===== src/rtl/core/oet_pkg.sv =====
// Shared types, sizes and event codes of the overlap event tracker.
`default_nettype none

package oet_pkg;

  localparam int TABLE_DEPTH = 16;
  localparam int ID_BITS     = 8;
  localparam int PARTNER_W   = 8;
  localparam int KIND_W      = 3;
  localparam int CNT_W       = $clog2(TABLE_DEPTH + 1);
  localparam int IDX_W       = (TABLE_DEPTH > 1) ? $clog2(TABLE_DEPTH) : 1;

  localparam logic OP_REPORT = 1'b0;
  localparam logic OP_SWEEP  = 1'b1;

  localparam logic [KIND_W-1:0] EV_NONE     = 3'd0;
  localparam logic [KIND_W-1:0] EV_BEGIN    = 3'd1;
  localparam logic [KIND_W-1:0] EV_CONTINUE = 3'd2;
  localparam logic [KIND_W-1:0] EV_END      = 3'd3;
  localparam logic [KIND_W-1:0] EV_FULL     = 3'd4;
  localparam logic [KIND_W-1:0] EV_DONE     = 3'd5;

  typedef struct packed {
    logic                 operation;
    logic [PARTNER_W-1:0] partner_id;
    logic                 touching;
  } in_req_t;

  typedef struct packed {
    logic [KIND_W-1:0]    event_kind;
    logic [PARTNER_W-1:0] event_partner;
    logic                 overlap_result;
    logic                 last_result;
  } out_rsp_t;

  typedef struct packed {
    logic load;
    logic report;
    logic sweep_step;
    logic sweep_end;
  } oet_cmd_t;

  typedef struct packed {
    logic sweep_last;
  } oet_sts_t;

endpackage

`default_nettype wire


===== src/rtl/core/oet_ctrl.sv =====
// Sequencing state machine of the overlap event tracker.
`default_nettype none

module oet_ctrl import oet_pkg::*; (
  input  wire logic     clk,
  input  wire logic     rst_n,
  input  wire logic     start,
  input  wire logic     operation,
  input  wire oet_sts_t sts,
  output oet_cmd_t      cmd,
  output logic          busy
);

  localparam logic [1:0] ST_IDLE   = 2'd0;
  localparam logic [1:0] ST_LOOKUP = 2'd1;
  localparam logic [1:0] ST_SWEEP  = 2'd2;

  logic [1:0] state_r, state_nxt;

  always_comb begin
    state_nxt = state_r;
    cmd       = '0;
    case (state_r)
      ST_IDLE: begin
        if (start) begin
          cmd.load  = 1'b1;
          state_nxt = (operation == OP_SWEEP) ? ST_SWEEP : ST_LOOKUP;
        end
      end
      ST_LOOKUP: begin
        cmd.report = 1'b1;
        state_nxt  = ST_IDLE;
      end
      ST_SWEEP: begin
        if (sts.sweep_last) begin
          cmd.sweep_end = 1'b1;
          state_nxt     = ST_IDLE;
        end else begin
          cmd.sweep_step = 1'b1;
        end
      end
      default: begin
        state_nxt = ST_IDLE;
      end
    endcase
  end

  assign busy = (state_r != ST_IDLE);

  always_ff @(posedge clk) begin
    if (!rst_n) begin
      state_r <= ST_IDLE;
    end else begin
      state_r <= state_nxt;
    end
  end

endmodule

`default_nettype wire


===== src/rtl/core/oet_dp.sv =====
// Partner table, sweep counters and result register of the overlap event tracker.
`default_nettype none

module oet_dp import oet_pkg::*; (
  input  wire logic     clk,
  input  wire logic     rst_n,
  input  wire in_req_t  in_req,
  input  wire oet_cmd_t cmd,
  output oet_sts_t      sts,
  output logic          out_valid,
  output out_rsp_t      out_rsp
);

  logic [ID_BITS-1:0]     entry_r [TABLE_DEPTH];
  logic [ID_BITS-1:0]     entry_nxt [TABLE_DEPTH];
  logic [TABLE_DEPTH-1:0] seen_r, seen_nxt;
  logic [CNT_W-1:0]       count_r, count_nxt;
  logic [CNT_W-1:0]       idx_r, idx_nxt;
  logic [CNT_W-1:0]       keep_r, keep_nxt;
  in_req_t                req_r, req_nxt;
  out_rsp_t               out_r, out_nxt;
  logic                   out_valid_r, out_valid_nxt;

  logic [ID_BITS-1:0]     pid;
  logic [TABLE_DEPTH-1:0] hit;
  logic                   found, found_seen, full;

  assign pid = req_r.partner_id[ID_BITS-1:0];

  // Parallel compare against the live part of the table
  always_comb begin
    for (int j = 0; j < TABLE_DEPTH; j++) begin
      hit[j] = (CNT_W'(j) < count_r) && (entry_r[j] == pid);
    end
  end

  assign found      = |hit;
  assign found_seen = |(hit & seen_r);
  assign full       = (count_r == CNT_W'(TABLE_DEPTH));

  assign sts.sweep_last = (idx_r == count_r);

  always_comb begin
    entry_nxt     = entry_r;
    seen_nxt      = seen_r;
    count_nxt     = count_r;
    idx_nxt       = idx_r;
    keep_nxt      = keep_r;
    req_nxt       = req_r;
    out_nxt       = out_r;
    out_valid_nxt = 1'b0;

    if (cmd.load) begin
      req_nxt  = in_req;
      idx_nxt  = '0;
      keep_nxt = '0;
    end

    if (cmd.report) begin
      out_valid_nxt          = 1'b1;
      out_nxt.event_partner  = PARTNER_W'(pid);
      out_nxt.overlap_result = req_r.touching;
      out_nxt.last_result    = 1'b1;
      if (!req_r.touching) begin
        out_nxt.event_kind = EV_NONE;
      end else if (found_seen) begin
        out_nxt.event_kind = EV_NONE;
      end else if (found) begin
        seen_nxt           = seen_r | hit;
        out_nxt.event_kind = EV_CONTINUE;
      end else if (full) begin
        out_nxt.event_kind = EV_FULL;
      end else begin
        entry_nxt[count_r[IDX_W-1:0]] = pid;
        seen_nxt[count_r[IDX_W-1:0]]  = 1'b1;
        count_nxt                     = count_r + 1'b1;
        out_nxt.event_kind            = EV_BEGIN;
      end
    end

    if (cmd.sweep_step) begin
      if (seen_r[idx_r[IDX_W-1:0]]) begin
        // Compact the survivor towards the front and clear its mark
        entry_nxt[keep_r[IDX_W-1:0]] = entry_r[idx_r[IDX_W-1:0]];
        seen_nxt[keep_r[IDX_W-1:0]]  = 1'b0;
        keep_nxt                     = keep_r + 1'b1;
      end else begin
        out_valid_nxt          = 1'b1;
        out_nxt.event_kind     = EV_END;
        out_nxt.event_partner  = PARTNER_W'(entry_r[idx_r[IDX_W-1:0]]);
        out_nxt.overlap_result = 1'b0;
        out_nxt.last_result    = 1'b0;
      end
      idx_nxt = idx_r + 1'b1;
    end

    if (cmd.sweep_end) begin
      for (int j = 0; j < TABLE_DEPTH; j++) begin
        if (CNT_W'(j) >= keep_r) begin
          seen_nxt[j] = 1'b0;
        end
      end
      count_nxt              = keep_r;
      out_valid_nxt          = 1'b1;
      out_nxt.event_kind     = EV_DONE;
      out_nxt.event_partner  = '0;
      out_nxt.overlap_result = 1'b0;
      out_nxt.last_result    = 1'b1;
    end
  end

  always_ff @(posedge clk) begin
    if (!rst_n) begin
      seen_r      <= '0;
      count_r     <= '0;
      out_valid_r <= 1'b0;
    end else begin
      seen_r      <= seen_nxt;
      count_r     <= count_nxt;
      out_valid_r <= out_valid_nxt;
    end
  end

  always_ff @(posedge clk) begin
    entry_r <= entry_nxt;
    idx_r   <= idx_nxt;
    keep_r  <= keep_nxt;
    req_r   <= req_nxt;
    out_r   <= out_nxt;
  end

  assign out_valid = out_valid_r;
  assign out_rsp   = out_r;

endmodule

`default_nettype wire


===== src/rtl/core/overlap_event_tracker.sv =====
// Top level of the overlap event tracker: controller and datapath joined.
//
// Usage:
//   A request is taken at a rising edge where start is high and busy is low.
//   in_req.operation selects an overlap report (one partner) or an
//   end-of-frame sweep of the partner table.
//   Results leave on out_rsp, each for exactly one cycle with out_valid high;
//   the receiver cannot push back, so every strobed result must be taken.
//   out_rsp.last_result marks the final result of a request.
// Timing:
//   A report first captures the request, then does the parallel compare
//   across the live table entries and the table update. Its single result
//   is strobed in the following cycle, which is also the first cycle a new
//   request can be taken, so a new report cannot overlap the one before it.
//   A sweep walks the live entries one per cycle and then gives frame done.
//   End events appear in table order as entries are visited.
// Reset:
//   rst_n (synchronous, active low) empties the table, clears all marks and
//   returns the controller to idle; no clearing pass is needed.
`default_nettype none

module overlap_event_tracker import oet_pkg::*; (
  input  wire logic    clk,
  input  wire logic    rst_n,
  input  wire logic    start,
  output logic         busy,
  input  wire in_req_t in_req,
  output logic         out_valid,
  output out_rsp_t     out_rsp
);

  oet_cmd_t cmd;
  oet_sts_t sts;

  // Sequence each request: capture, then lookup or sweep walk
  oet_ctrl u_ctrl (
    .clk       (clk),
    .rst_n     (rst_n),
    .start     (start),
    .operation (in_req.operation),
    .sts       (sts),
    .cmd       (cmd),
    .busy      (busy)
  );

  // Hold the table and drive the result register
  oet_dp u_dp (
    .clk       (clk),
    .rst_n     (rst_n),
    .in_req    (in_req),
    .cmd       (cmd),
    .sts       (sts),
    .out_valid (out_valid),
    .out_rsp   (out_rsp)
  );

endmodule

`default_nettype wire

===== config.mk =====
export PLATFORM = sky130hd
export DESIGN_NAME = overlap_event_tracker
export DESIGN_NICKNAME = d
export VERILOG_FILES = /design/src/rtl/core/oet_pkg.sv /design/src/rtl/core/oet_ctrl.sv /design/src/rtl/core/oet_dp.sv /design/src/rtl/core/overlap_event_tracker.sv
export SDC_FILE = /design/constraint.sdc
export NUM_CORES = 1
export LEC_CHECK = 0
export ABC_AREA = 0
export BUFFER_PORTS_ARGS = -buffer_cell sky130_fd_sc_hd__buf_2
export CELL_PAD_IN_SITES_DETAIL_PLACEMENT = 1
export CELL_PAD_IN_SITES_GLOBAL_PLACEMENT = 1
export CORE_UTILIZATION = 40
export DETAILED_ROUTE_END_ITERATION = 10
export GPL_ROUTABILITY_DRIVEN = 0
export MAX_ROUTING_LAYER = met4
export PLACE_DENSITY = 0.79
export SYNTH_ARGS = -nofsm -noshare
export SYNTH_HDL_FRONTEND = slang
export SYNTH_SLANG_ARGS = --single-unit
export TNS_END_PERCENT = 10

===== constraint.sdc =====
create_clock -name clk -period 3.2 [get_ports clk]
set_input_delay 0.64 -clock clk [delete_from_list [all_inputs] [get_ports clk]]
set_output_delay 0.64 -clock clk [all_outputs]
set_load 0.01 [all_outputs]

=== Yosys cells after proc, flatten, opt, wreduce, memory -nomap -nowiden ===
Cells that the tools add are included.
Widths: inputs -> output; s select.

* Flip-flop bits (word level): 184
* Bits in latches: 0
* Bits in writable memories: 0
* Bits in read-only memories: 0
* Input bits: 13
* Output and inout port bits: 15
* Memories kept: 0

* $add $sub $neg: 3
* Multiply operators: 0
* Div/mod/pow operators: 0
* Order comparisons: 42
* Equal/unequal tests: 25
* Shifts and indexed selects: 0
* Multiplexer cells: 78
* Bitwise logic cells: 8
* Reductions and logical operators: 29

{| class="wikitable"
|+ Operators by type and width
! cell !! number
|-
| $mux 128 || 7
|-
| $bwmux 128 || 2
|-
| $eq 8x8->1 || 16
|-
| $mux 16 || 8
|-
| $demux 8 s4 || 2
|-
| $mux 5 || 11
|-
| $ge 4x5->1 const A || 8
|-
| $lt 4x5->1 const A || 8
|-
| $mux 13 || 3
|-
| $and 16x16->16 || 2
|-
| $bmux 8 s4 || 1
|-
| $mux 8 || 4
|-
| $or 16x16->16 || 2
|-
| $reduce_or 16->1 || 2
|-
| $mux 1 || 28
|-
| $ge 3x5->1 const A || 4
|-
| $logic_and 1x1->1 || 20
|-
| $lt 3x5->1 const A || 4
|-
| $not 16->16 || 1
|-
| $add 5x1->5 const B || 3
|-
| $ge 5x5->1 const B || 3
|-
| $lt 4x5->1 const B || 3
|-
| $not 4->5 || 3
|-
| $mux 3 || 4
|-
| other kinds (19) || 36
|}

=== Longest topological paths before layout ===
Gate-level depths: netlist (run 1).

* Depth in word-level cells: 15
* Gate-level depth with buffers: 13
* Gate-level depth less buffers: 8

=== Cells and area by module ===
A second synthesis (run 1) with hierarchy kept.

* Cell total of the unflattened synthesis: 1,486
* Area total of the unflattened synthesis: 12,116.6 sq um

{| class="wikitable"
|+ By module, submodules not included
! module !! instances !! cells an instance !! area an instance (sq um) !! seq. area each (sq um)
|-
| oet_dp || 1 || 1,474 || 11,997.8 || 3,783.6
|-
| oet_ctrl || 1 || 12 || 118.9 || 40.0
|}

=== Least setup slack after synthesis (run 1) ===
Ideal clock, no wire load.

* Kind: reg2reg
* Start: register u_dp.idx_r[0]
* End: register u_dp.seen_r[5]
* Setup time: 0.119 ns
* Arrival: 2.329 ns
* Required time: 3.081 ns
* Path slack: 0.752 ns
* Stages on the path, launching flop included: 11
* Path buffers: 2
* Clock period less this slack: 2.448 ns
* Path through: edfxtp_1 > buf_6 > buf_4 > xor2_1 > nor3_1 > nand3_1 > or3_1 > or2_2 > a21o_1 > nand3_1 > a21oi_1

* Cells in the longest elaborated chain, start to end: 6
* Elaborated cells on any way between the ends: 10
* Those cells by class: 1 x eq/ne; 9 x mux

{| class="wikitable"
|+ Ends and longest elaborated chain
! element !! RTL line !! source
|-
| start: declaration || oet_dp.sv:18 || <nowiki>logic [CNT_W-1:0] idx_r, idx_nxt;</nowiki>
|-
| start signal: assignment || oet_dp.sv:126 || <nowiki>idx_r <= idx_nxt;</nowiki>
|-
| $bmux 1 s4 or $eq 5x5->1 (tied branches) || oet_dp.sv:82, oet_dp.sv:41 ||
|-
| $mux 1, on equally long branches || oet_dp.sv:82, oet_ctrl.sv:35 ||
|-
| $mux 16 or $mux 2 (tied branches) || oet_dp.sv:82, oet_ctrl.sv:23 ||
|-
| $mux 16 || oet_dp.sv:81 || <nowiki>if (cmd.sweep_step) begin</nowiki>
|-
| $mux 1 || oet_dp.sv:99 || <nowiki>if (CNT_W'(j) >= keep_r) begin</nowiki>
|-
| $mux 16 (*) || oet_dp.sv:97 || <nowiki>if (cmd.sweep_end) begin</nowiki>
|-
| end signal: assignment || oet_dp.sv:118 || <nowiki>seen_r <= seen_nxt;</nowiki>
|-
| end: declaration || oet_dp.sv:16 || <nowiki>logic [TABLE_DEPTH-1:0] seen_r, seen_nxt;</nowiki>
|}

Mark *: on every way between the ends. The rest lies on a longest branch, timed or not. The select of a mux whose other input is x is not followed.
A chain may end at the register's enable or synchronous reset.

==> results.tsv, run 1 <==
stage	metric	value	unit
floorplanning	core.rowCount	61	
place	port_buffers	27	
power	power.leakage	0.00555	uW
layout	fin_util	45.0	%
synthesis	synthMuxAreaShare	21.0	%
power	switchingPower	1840	uW
sta	slew_viol_final	0	
floorplanning	core-area	27900	um2
synthesis	synth_edf_count	14	
place	post-place-cells	1573	
sta	rsz0062_at_grt	no	
global_route	grt-ovfl-total	0	
synthesis	synthSimpleGateAreaFrac	16.1	%
clocking	cts_setup_buffers	0	
worst_setup_path	crit_path_max_fanout	18	
sta	fin_crit_sh	96.3	%
synthesis	seq_area_frac_synth	33.5	%
clocking	clk_pin_slew	0.08	ns
floorplanning	ios	28	
clocking	ctsHtreeMaxLevel	4	
synthesis	synth_cell_types	55	
global_route	antenna_found_initial	1	
routing	wl_met3	2910	um
synthesis	ys.flop_type	dfxtp_1	
layout	drive_gt1_share	16.5	%
flow_run	cap_violations	0	
clocking	clk_latency	0.46	ns
synthesis	ys_ff_latch	184	
sta	fmax	0.325	GHz
synthesis	synth_compound_area_share	10.0	%
worst_setup_path	reg2reg_depth	9	
floorplanning	start_util	40.9	%
power	power_frac_comb	17.6	%
floorplanning	dieArea	29200	um2
power	clockPowerShare	38.5	%
place	place_area	11900	um2
worst_hold_path	holdCritPathClass	in -> reg	
routing	wl	39300	um
routing	wl_met1	16400	um
power	swShare	31.2	%
worst_setup_path	cp_slowest_cell	and4_2	
layout	fin_cells	1606	
place	pre_cts_ws	-0.0128	ns
run_status	outcome	completed	
worst_setup_path	crit_path_start_kind	flop	
synthesis	synth_top_family_by_area	multiplexers	
routing	maxUsedRoutingLayer	met4	
routing	ant_nets	0	
power	share_seq_of_total_power	43.8	%
layout	layout-area-overhead-vs-synth	10.2	%
worst_setup_path	crit_top_cell	nor3_1	
sta	slew_headroom	49.3	%
power	p_int	4050	uW
routing	drtIter0Drc	970	
sta	final.setup.worst_slack	0.120	ns
worst_setup_path	cp_cell_sequence	buf_4 > nor3_1 > nor3_1 > nor4_1 > and4_2 > nand4_1 > buf_12 > mux2i_1 > a21oi_1	
synthesis	synth_nets	1242	
floorplanning	die_h	171	um
synthesis	netlist_instances	1220	
worst_hold_path	hp-start	in_req[3]	
routing	detail_route.first_pass.iterations	5	
clocking	root_buffer	clkbuf_16	
routing	vias_per_cell	6.07	
routing	drc	0	
clocking	cts_hold_buf	0	
sta	min_period	3.08	ns
clocking	numCtsBuffers	17	
worst_setup_path	crit_start	u_dp.count_r[2]	
worst_setup_path	critPathRequiredTime	3.52	ns
worst_setup_path	r2r-end	u_dp.entry_r[21]	
worst_setup_path	arrival	3.40	ns
sta	worst_slew_pin_slew	0.761	ns
floorplanning	die_x	171	um
routing	wl_met2	18400	um
sta	setup_viol	0	
sta	fin_hold_ws	0.353	ns
global_route	grt_pass1_wl	60200	um
synthesis	ys_warn_count	0	
synthesis	synthArstFlopShare	0	%
clocking	cts_buffer_depth	2	
layout	layout_commonest_cell	dfxtp_1	
power	peakVddDrop	0.286	mV
synthesis	synth_area_per_cell	9.36	um2
layout	fin_nets	1236	
synthesis	syn_area	11400	um2
global_route	track_usage	28.5	%
sta	skew	0.0116	ns
sta	hold_violations	0	
clocking	cts_tree	built	
layout	final_area	12600	um2
routing	via_count	9755	
worst_setup_path	r2r_slack	0.12	ns
routing	wl_per_cell	24.5	um
global_route	grt_max_degree	34	
place	place_hpwl	27200	um
layout	mostFrequentLayoutCells	170 x dfxtp_1, 164 x nor2_1, 154 x a21oi_1	
synthesis	yosys.area_share.adder	0.986	%
worst_setup_path	r2r_start	u_dp.count_r[2]	
worst_setup_path	setup.worst_path.class	reg -> reg	
worst_setup_path	cp-end-kind	flop	
global_route	grt_pass1_vias	9972	
synthesis	synth-xor-area-share	10.6	%
worst_setup_path	cpPeakStageDelay	0.52	ns
worst_setup_path	crit_end	u_dp.entry_r[21]	
power	power_density	468	nW/um2
clocking	clkSinkCount	184	
-- state kept, by name, summed over array words and instances, names as in the netlist --
name	count
u_dp.out_valid	1
u_dp.count_r	5
u_dp.req_r	1
u_ctrl.state_r	2
u_dp.pid	8
u_dp.seen_r	16
u_dp.out_rsp	13
u_dp.entry_r	128
u_dp.idx_r	5
u_dp.keep_r	5
-- stage by stage --
step / power (uW) / TNS, ns
after floorplan: 3300 / 0
after CTS: 5880 / 0
after detailed placement: 3640 / -0.0128
after global placement: 3610 / 0
final: 5890 / 0
after global routing: 6080 / 0
-- how the worst min path moves through the flow --
| stage | end | cells past startpoint |
|---|---|---|
| CTS | u_dp.pid[6] | 1 |
| global placement | u_dp.out_rsp[0] | 2 |
| finish | u_dp.pid[2] | 1 |
| global route | u_dp.pid[1] | 1 |
| floorplan | u_dp.seen_r[7] | 2 |
| detailed placement | u_dp.out_rsp[1] | 2 |
-- what timing repair did --
item                                    in CTS  in global routing
gates cloned                                 0                  0
endpoints found under the setup margin      46                110
gates resized for setup                      3                  3
hold endpoints to repair                     0                  0
-- metal layers --
metal | GRT usage, % | vias to the layer above
li1 | - | 4288
met1 | 35.1 | 4919
met2 | 44.1 | 442
met3 | 5.94 | 106
met4 | 14.3 | 0
met5 | - | -
-- critical path: cells and delay by family, from the launching register on --
kind	cells	cell delay (ns)
AND/OR/NAND/NOR	5	1.63
buffers and inverters	2	0.49
multiplexers	1	0.20
flip-flops	1	0.47
AO/OA/AOI/OAI	1	0.13
-- cell families (layout without fill, tap and decap cells) --
| family | count (synthesis) | count (layout) |
|---|---|---|
| AND/OR/NAND/NOR | 360 | 360 |
| AO/OA/AOI/OAI | 207 | 207 |
| flip-flops | 184 | 184 |
| multiplexers | 183 | 183 |
| buffers and inverters | 139 | 146 |
| XOR/XNOR | 138 | 138 |
| adder cells (fa/ha/maj) | 9 | 9 |
| other | 0 | 1 |
-- area by class of cell --
class,count,area (um2)
antenna,1,2.50
clock buffer,18,450
clock inverter,14,171
fill,3218,15400
inverter,22,82.6
multi-input combinational,897,6710
sequential,184,3820
tap,378,473
timing repair buffer,92,865
-- cell usage after synthesis (3+ instances only) --
cell        n  area (um2)
dfxtp_1   170        3400
nor2_1    164         616
a21oi_1   154         771
mux2i_1   138        1380
xnor2_1   127        1110
mux4_2     45        1010
nand4_1    43         269
nand2_1    36         135
buf_6      35         394
clkbuf_1   29         109
nand3_1    27         135
buf_2      25         125
inv_1      22        82.6
buf_4      21         158
nor3_1     17        85.1
and2_1     14        87.6
edfxtp_1   14         420
a31oi_1    13        81.3
o21ai_0    12        60.1
nand3_2    11         110
nor4_1     11        68.8
xor2_1     11        96.3
ha_1        9         113
o211ai_1    7        52.6
and3_1      6        37.5
buf_1       6        22.5
nor2b_1     5        31.3
a22oi_1     4        30.0
nand3_4     4        70.1
a211oi_1    3        22.5
a21o_1      3        22.5
and4_1      3        26.3
nand2b_1    3        18.8
or2_2       3        18.8
or3_1       3        18.8
-- power groups by stage --
stage          clock, uW  sequential [uW]  combinational, uW
3_3_place_gp           0             2620                986
2_1_floorplan          0             2610                693
5_1_grt             2380             2590               1110
3_5_place_dp           0             2630               1010
4_1_cts             2280             2580               1020
6_report            2270             2580               1040
(Power assumes the default switching activity.)
==> run 2, diff against run 1 <==
MAX_ROUTING_LAYER = unset   (was met4)
==> run 2 against run 1 <==
  * Die area unchanged
  * Via count increased by 0.46%
  * Clock power about the same
  * Wire length decreased by 0.13%
  * Combinational power about the same
  * Cell count about the same
  * Sequential power about the same
  * Largest power group unchanged
==> results.tsv, run 2 (synthesized netlist as in run 1, its figures left out) <==
stage	metric	value	unit
sta	rsz0062_at_grt	no	
worst_setup_path	crit_path_max_fanout	19	
sta	worst_slew_pin_slew	0.761	ns
global_route	grt_max_degree	34	
clocking	clkSinkCount	184	
place	place_hpwl	27200	um
worst_setup_path	arrival	3.37	ns
worst_setup_path	crit_path_start_kind	flop	
clocking	numCtsBuffers	17	
routing	via_count	9800	
worst_setup_path	critPathRequiredTime	3.51	ns
sta	hold_violations	0	
layout	fin_nets	1236	
layout	mostFrequentLayoutCells	170 x dfxtp_1, 164 x nor2_1, 154 x a21oi_1	
global_route	antenna_found_initial	0	
clocking	clk_pin_slew	0.08	ns
worst_setup_path	r2r-end	u_dp.entry_r[56]	
floorplanning	dieArea	29200	um2
clocking	cts_tree	built	
layout	largest_register_ffs	128	
clocking	cts_buffer_depth	2	
flow_run	cap_violations	0	
power	peakVddDrop	0.287	mV
worst_setup_path	crit_end	u_dp.entry_r[56]	
floorplanning	core-area	27900	um2
layout	fin_cells	1605	
layout	num_antenna_cells	0	
worst_setup_path	r2r_slack	0.13	ns
power	power_density	468	nW/um2
layout	final_area	12600	um2
worst_setup_path	cp-end-kind	flop	
routing	wl_per_cell	24.5	um
layout	fill_cells	3217	
clocking	root_buffer	clkbuf_16	
sta	slew_headroom	49.2	%
global_route	grt-ovfl-total	0	
layout	layout_commonest_cell	dfxtp_1	
place	port_buffers	27	
sta	skew	0.0148	ns
clocking	ctsHtreeMaxLevel	4	
worst_setup_path	reg2reg_depth	9	
clocking	clk_latency	0.45	ns
floorplanning	core.rowCount	61	
sta	min_period	3.07	ns
routing	drc	0	
layout	layout-area-overhead-vs-synth	10.2	%
sta	slew_viol_final	0	
worst_setup_path	crit_start	u_dp.count_r[4]	
routing	detail_route.first_pass.iterations	5	
routing	ant_nets	0	
layout	regMostFlops	u_dp.entry_r	
layout	fin_util	45.0	%
routing	vias_per_cell	6.11	
worst_setup_path	r2r_start	u_dp.count_r[4]	
floorplanning	start_util	40.9	%
worst_setup_path	setup.worst_path.class	reg -> reg	
routing	drtIter0Drc	861	
place	post-place-cells	1573	
global_route	grt_pass1_wl	60100	um
floorplanning	die_h	171	um
worst_hold_path	holdCritPathClass	in -> reg	
floorplanning	die_x	171	um
sta	fmax	0.326	GHz
layout	drive_gt1_share	16.5	%
floorplanning	ios	28	
run_status	outcome	completed	
power	power.leakage	0.00555	uW
sta	setup_viol	0	
clocking	cts_hold_buf	0	
place	place_area	11900	um2
sta	fin_crit_sh	95.8	%
global_route	grt_pass1_vias	9968	
routing	wl	39300	um
global_route	track_usage	27.6	%
## run 2: changes by cell type in the layout (fill, tap and decap cells not counted)
cell     before  now
diode_2       1    0
nor3_2        3    4
nor3_1       15   14
## run 2: timing repair
item                       CTS  global route
cloned                       0             0
buffers inserted             0             0
gates resized for setup      3             4
setup endpoints to repair   46           110
## run 2: area by class of cell
cell class	count	area [um2]	share of cell area, %
clock inverters	14	171	1.36
flip-flops and latches	184	3820	30.4
clock buffers	18	450	3.58
well taps	378	473	3.76
multi-input cells	897	6720	53.4
repair buffers	92	865	6.87
inverters	22	82.6	0.656
## run 2: power breakdown
| group | leakage (uW) | switching, uW | internal [uW] | total, uW |
|---|---|---|---|---|
| Sequential | 0.00151 | 128 | 2450 | 2580 |
| Clock | 0.000300 | 1100 | 1170 | 2270 |
| Combinational | 0.00373 | 615 | 423 | 1040 |
## run 2: how the worst min path moves through the flow
stage / from / endpoint / slack (ns) / cells past startpoint
final: in_req[3] / u_dp.pid[2] / 0.35 / 1
after global routing: in_req[2] / u_dp.pid[1] / 0.35 / 1
after CTS: in_req[7] / u_dp.pid[6] / 0.35 / 1
after detailed placement: u_dp.out_rsp[1] / u_dp.out_rsp[1] / 0.47 / 2
after global placement: u_dp.out_rsp[0] / u_dp.out_rsp[0] / 0.45 / 2
after floorplan: u_dp.seen_r[7] / u_dp.seen_r[7] / 0.44 / 2
## run 2: through the flow
step	TNS, ns	hold slack (ns)	setup WS [ns]	total power, uW
final	0	0.355	0.135	5890
after global routing	0	0.348	0.00276	6070
after CTS	0	0.348	0.00570	5880
after detailed placement	-0.0128	0.467	-0.0128	3640
after global placement	0	0.449	0.0462	3610
after floorplan	0	0.442	0.752	3300
## run 2: per-layer routing
| metal | GRT usage (%) | wire, um |
|---|---|---|
| met5 | 0 | 0 |
| met4 | 15.5 | 1930 |
| met3 | 4.90 | 2520 |
| met2 | 44.1 | 18200 |
| met1 | 35.2 | 16600 |
## run 2: critical path, cell delays in order, from the launching register on
cell	delay [ns]
dfxtp_1	0.49
or2_0	0.39
o21ai_0	0.26
nor3_2	0.44
a22oi_1	0.15
and4_2	0.37
nand4_1	0.14
buf_4	0.24
mux2i_1	0.27
a21oi_1	0.16
==> run 3, diff against run 2 <==
CTS_BUF_LIST = sky130_fd_sc_hd__clkbuf_2   (was unset)
==> run 3 against run 2 <==
  * Register-to-register slack lost 0.03 ns
  * Cell count grew 0.75%
  * Global-route usage shrank 1.1 points
  * Sequential power is essentially flat
  * Core utilization shrank 0.84 points
==> results.tsv, run 3 (synthesized netlist as in run 1, its figures left out) <==
stage	metric	value	unit
clocking	numCtsBuffers	17	
sta	hold_violations	0	
clocking	cts_setup_buffers	0	
clocking	clk_latency	0.85	ns
worst_setup_path	path_delay_family	simple AND/OR/NAND/NOR gates	
floorplanning	start_util	40.9	%
sta	fin_crit_sh	96.6	%
layout	regMostFlops	u_dp.entry_r	
worst_setup_path	r2r-end	u_dp.entry_r[123]	
place	port_buffers	27	
sta	skew	0.0715	ns
routing	ant_nets	0	
worst_setup_path	cp_slowest_cell	dfxtp_1	
layout	drive_gt1_share	16.3	%
sta	final.setup.worst_slack	0.109	ns
clocking	cts_buffer_depth	2	
worst_setup_path	arrival	3.80	ns
global_route	grt_max_degree	34	
layout	fin_nets	1246	
clocking	root_buffer	clkbuf_2	
worst_hold_path	holdCritPathClass	in -> reg	
floorplanning	ios	28	
layout	fin_cells	1617	
place	place_hpwl	27200	um
global_route	antenna_found_initial	1	
clocking	ctsHtreeMaxLevel	4	
worst_setup_path	cp-end-kind	flop	
worst_setup_path	setup.worst_path.class	reg -> reg	
clocking	cts_tree	built	
layout	layout-area-overhead-vs-synth	8.14	%
clocking	clkSinkCount	184	
power	power_density	407	nW/um2
worst_setup_path	reg2reg_depth	10	
worst_setup_path	cp_cell_sequence	or2_0 > o211ai_1 > nor3_1 > buf_4 > a21oi_1 > and3_2 > nand4_1 > buf_4 > mux2i_1 > a21oi_1	
floorplanning	die_x	171	um
worst_setup_path	crit_end	u_dp.entry_r[123]	
place	pre_cts_ws	-0.0128	ns
worst_setup_path	crit_path_max_fanout	19	
floorplanning	die_h	171	um
layout	layout_commonest_cell	dfxtp_1	
clocking	clk_pin_slew	0.30	ns
power	peakVddDrop	0.226	mV
global_route	grt_pass1_vias	9825	
sta	min_period	3.09	ns
power	power	5030	uW
floorplanning	dieArea	29200	um2
sta	worst_slew_pin_slew	0.755	ns
routing	wl_per_cell	23.3	um
global_route	grt_pass1_wl	58400	um
worst_setup_path	cpPeakStageDelay	0.55	ns
global_route	track_usage	26.5	%
worst_setup_path	path_buf_inv	2	
layout	fill_cells	3265	
floorplanning	core.rowCount	61	
flow_run	cap_violations	0	
routing	wl	37700	um
layout	largest_register_ffs	128	
routing	detail_route.first_pass.iterations	7	
worst_setup_path	r2r_start	u_dp.count_r[4]	
sta	setup_viol	0	
worst_setup_path	r2r_slack	0.11	ns
worst_setup_path	cp_num_cells	10	
worst_setup_path	crit_start	u_dp.count_r[4]	
power	power.leakage	0.00545	uW
sta	setup_tns	0	ns
run_status	outcome	completed	
routing	via_count	9667	
routing	vias_per_cell	5.98	
sta	slew_headroom	49.7	%
layout	mostFrequentLayoutCells	170 x dfxtp_1, 164 x nor2_1, 154 x a21oi_1	
layout	fin_util	44.2	%
global_route	grt-ovfl-total	0	
sta	slew_viol_final	0	
place	post-place-cells	1573	
floorplanning	core-area	27900	um2
worst_setup_path	critPathRequiredTime	3.91	ns
sta	fmax	0.324	GHz
routing	drc	0	
routing	drtIter0Drc	872	
worst_setup_path	crit_path_start_kind	flop	
## run 3: tightest hold or removal path, stage by stage
cell and delay, ns:
buf_2 0.10, nand2_1 0.13, nor3b_1 0.07
## run 3: stage by stage
stage | cell area (um2) | hold slack, ns
floorplan | 11400 | 0.442
global placement | 11900 | 0.449
detailed placement | 11900 | 0.467
CTS | 12300 | 0.0633
global route | 12300 | 0.0939
finish | 12300 | 0.109
## run 3: area by class of cell
cell class	instances	area, um2	share of cell area (%)
sequential	184	3820	31.0
inverter	22	82.6	0.669
tap	378	473	3.83
timing repair buffer	102	965	7.81
multi-input combinational	897	6710	54.4
clock buffer	17	85.1	0.689
antenna	2	5.00	0.0405
clock inverter	15	201	1.63
## run 3: power breakdown
part,switching (uW),leakage (uW),internal [uW]
Sequential,124,0.00151,2470
Clock,984,0.000162,414
Combinational,608,0.00378,431
## run 3: repair_timing
item,CTS,global route
hold buffers,10,0
gates resized for setup,2,4
hold endpoints to repair,11,0
pin swaps,0,0
endpoints found under the setup margin,20,134
## run 3: routing by layer
| layer | vias up | GRT usage [%] | routed length (um) |
|---|---|---|---|
| li1 | 4309 | - | - |
| met1 | 4864 | 34.9 | 16100 |
| met2 | 395 | 43.1 | 17500 |
| met3 | 99 | 4.35 | 2730 |
| met4 | 0 | 10.9 | 1340 |
| met5 | - | 0 | 0 |
## run 3: how the worst min path moves through the flow
stage / from / cells after the start / to / slack, ns
finish: start / 3 / u_ctrl.state_r[0] / 0.11
global route: start / 3 / u_ctrl.state_r[0] / 0.09
CTS: start / 3 / u_ctrl.state_r[0] / 0.06
detailed placement: u_dp.out_rsp[1] / 2 / u_dp.out_rsp[1] / 0.47
global placement: u_dp.out_rsp[0] / 2 / u_dp.out_rsp[0] / 0.45
floorplan: u_dp.seen_r[7] / 2 / u_dp.seen_r[7] / 0.44
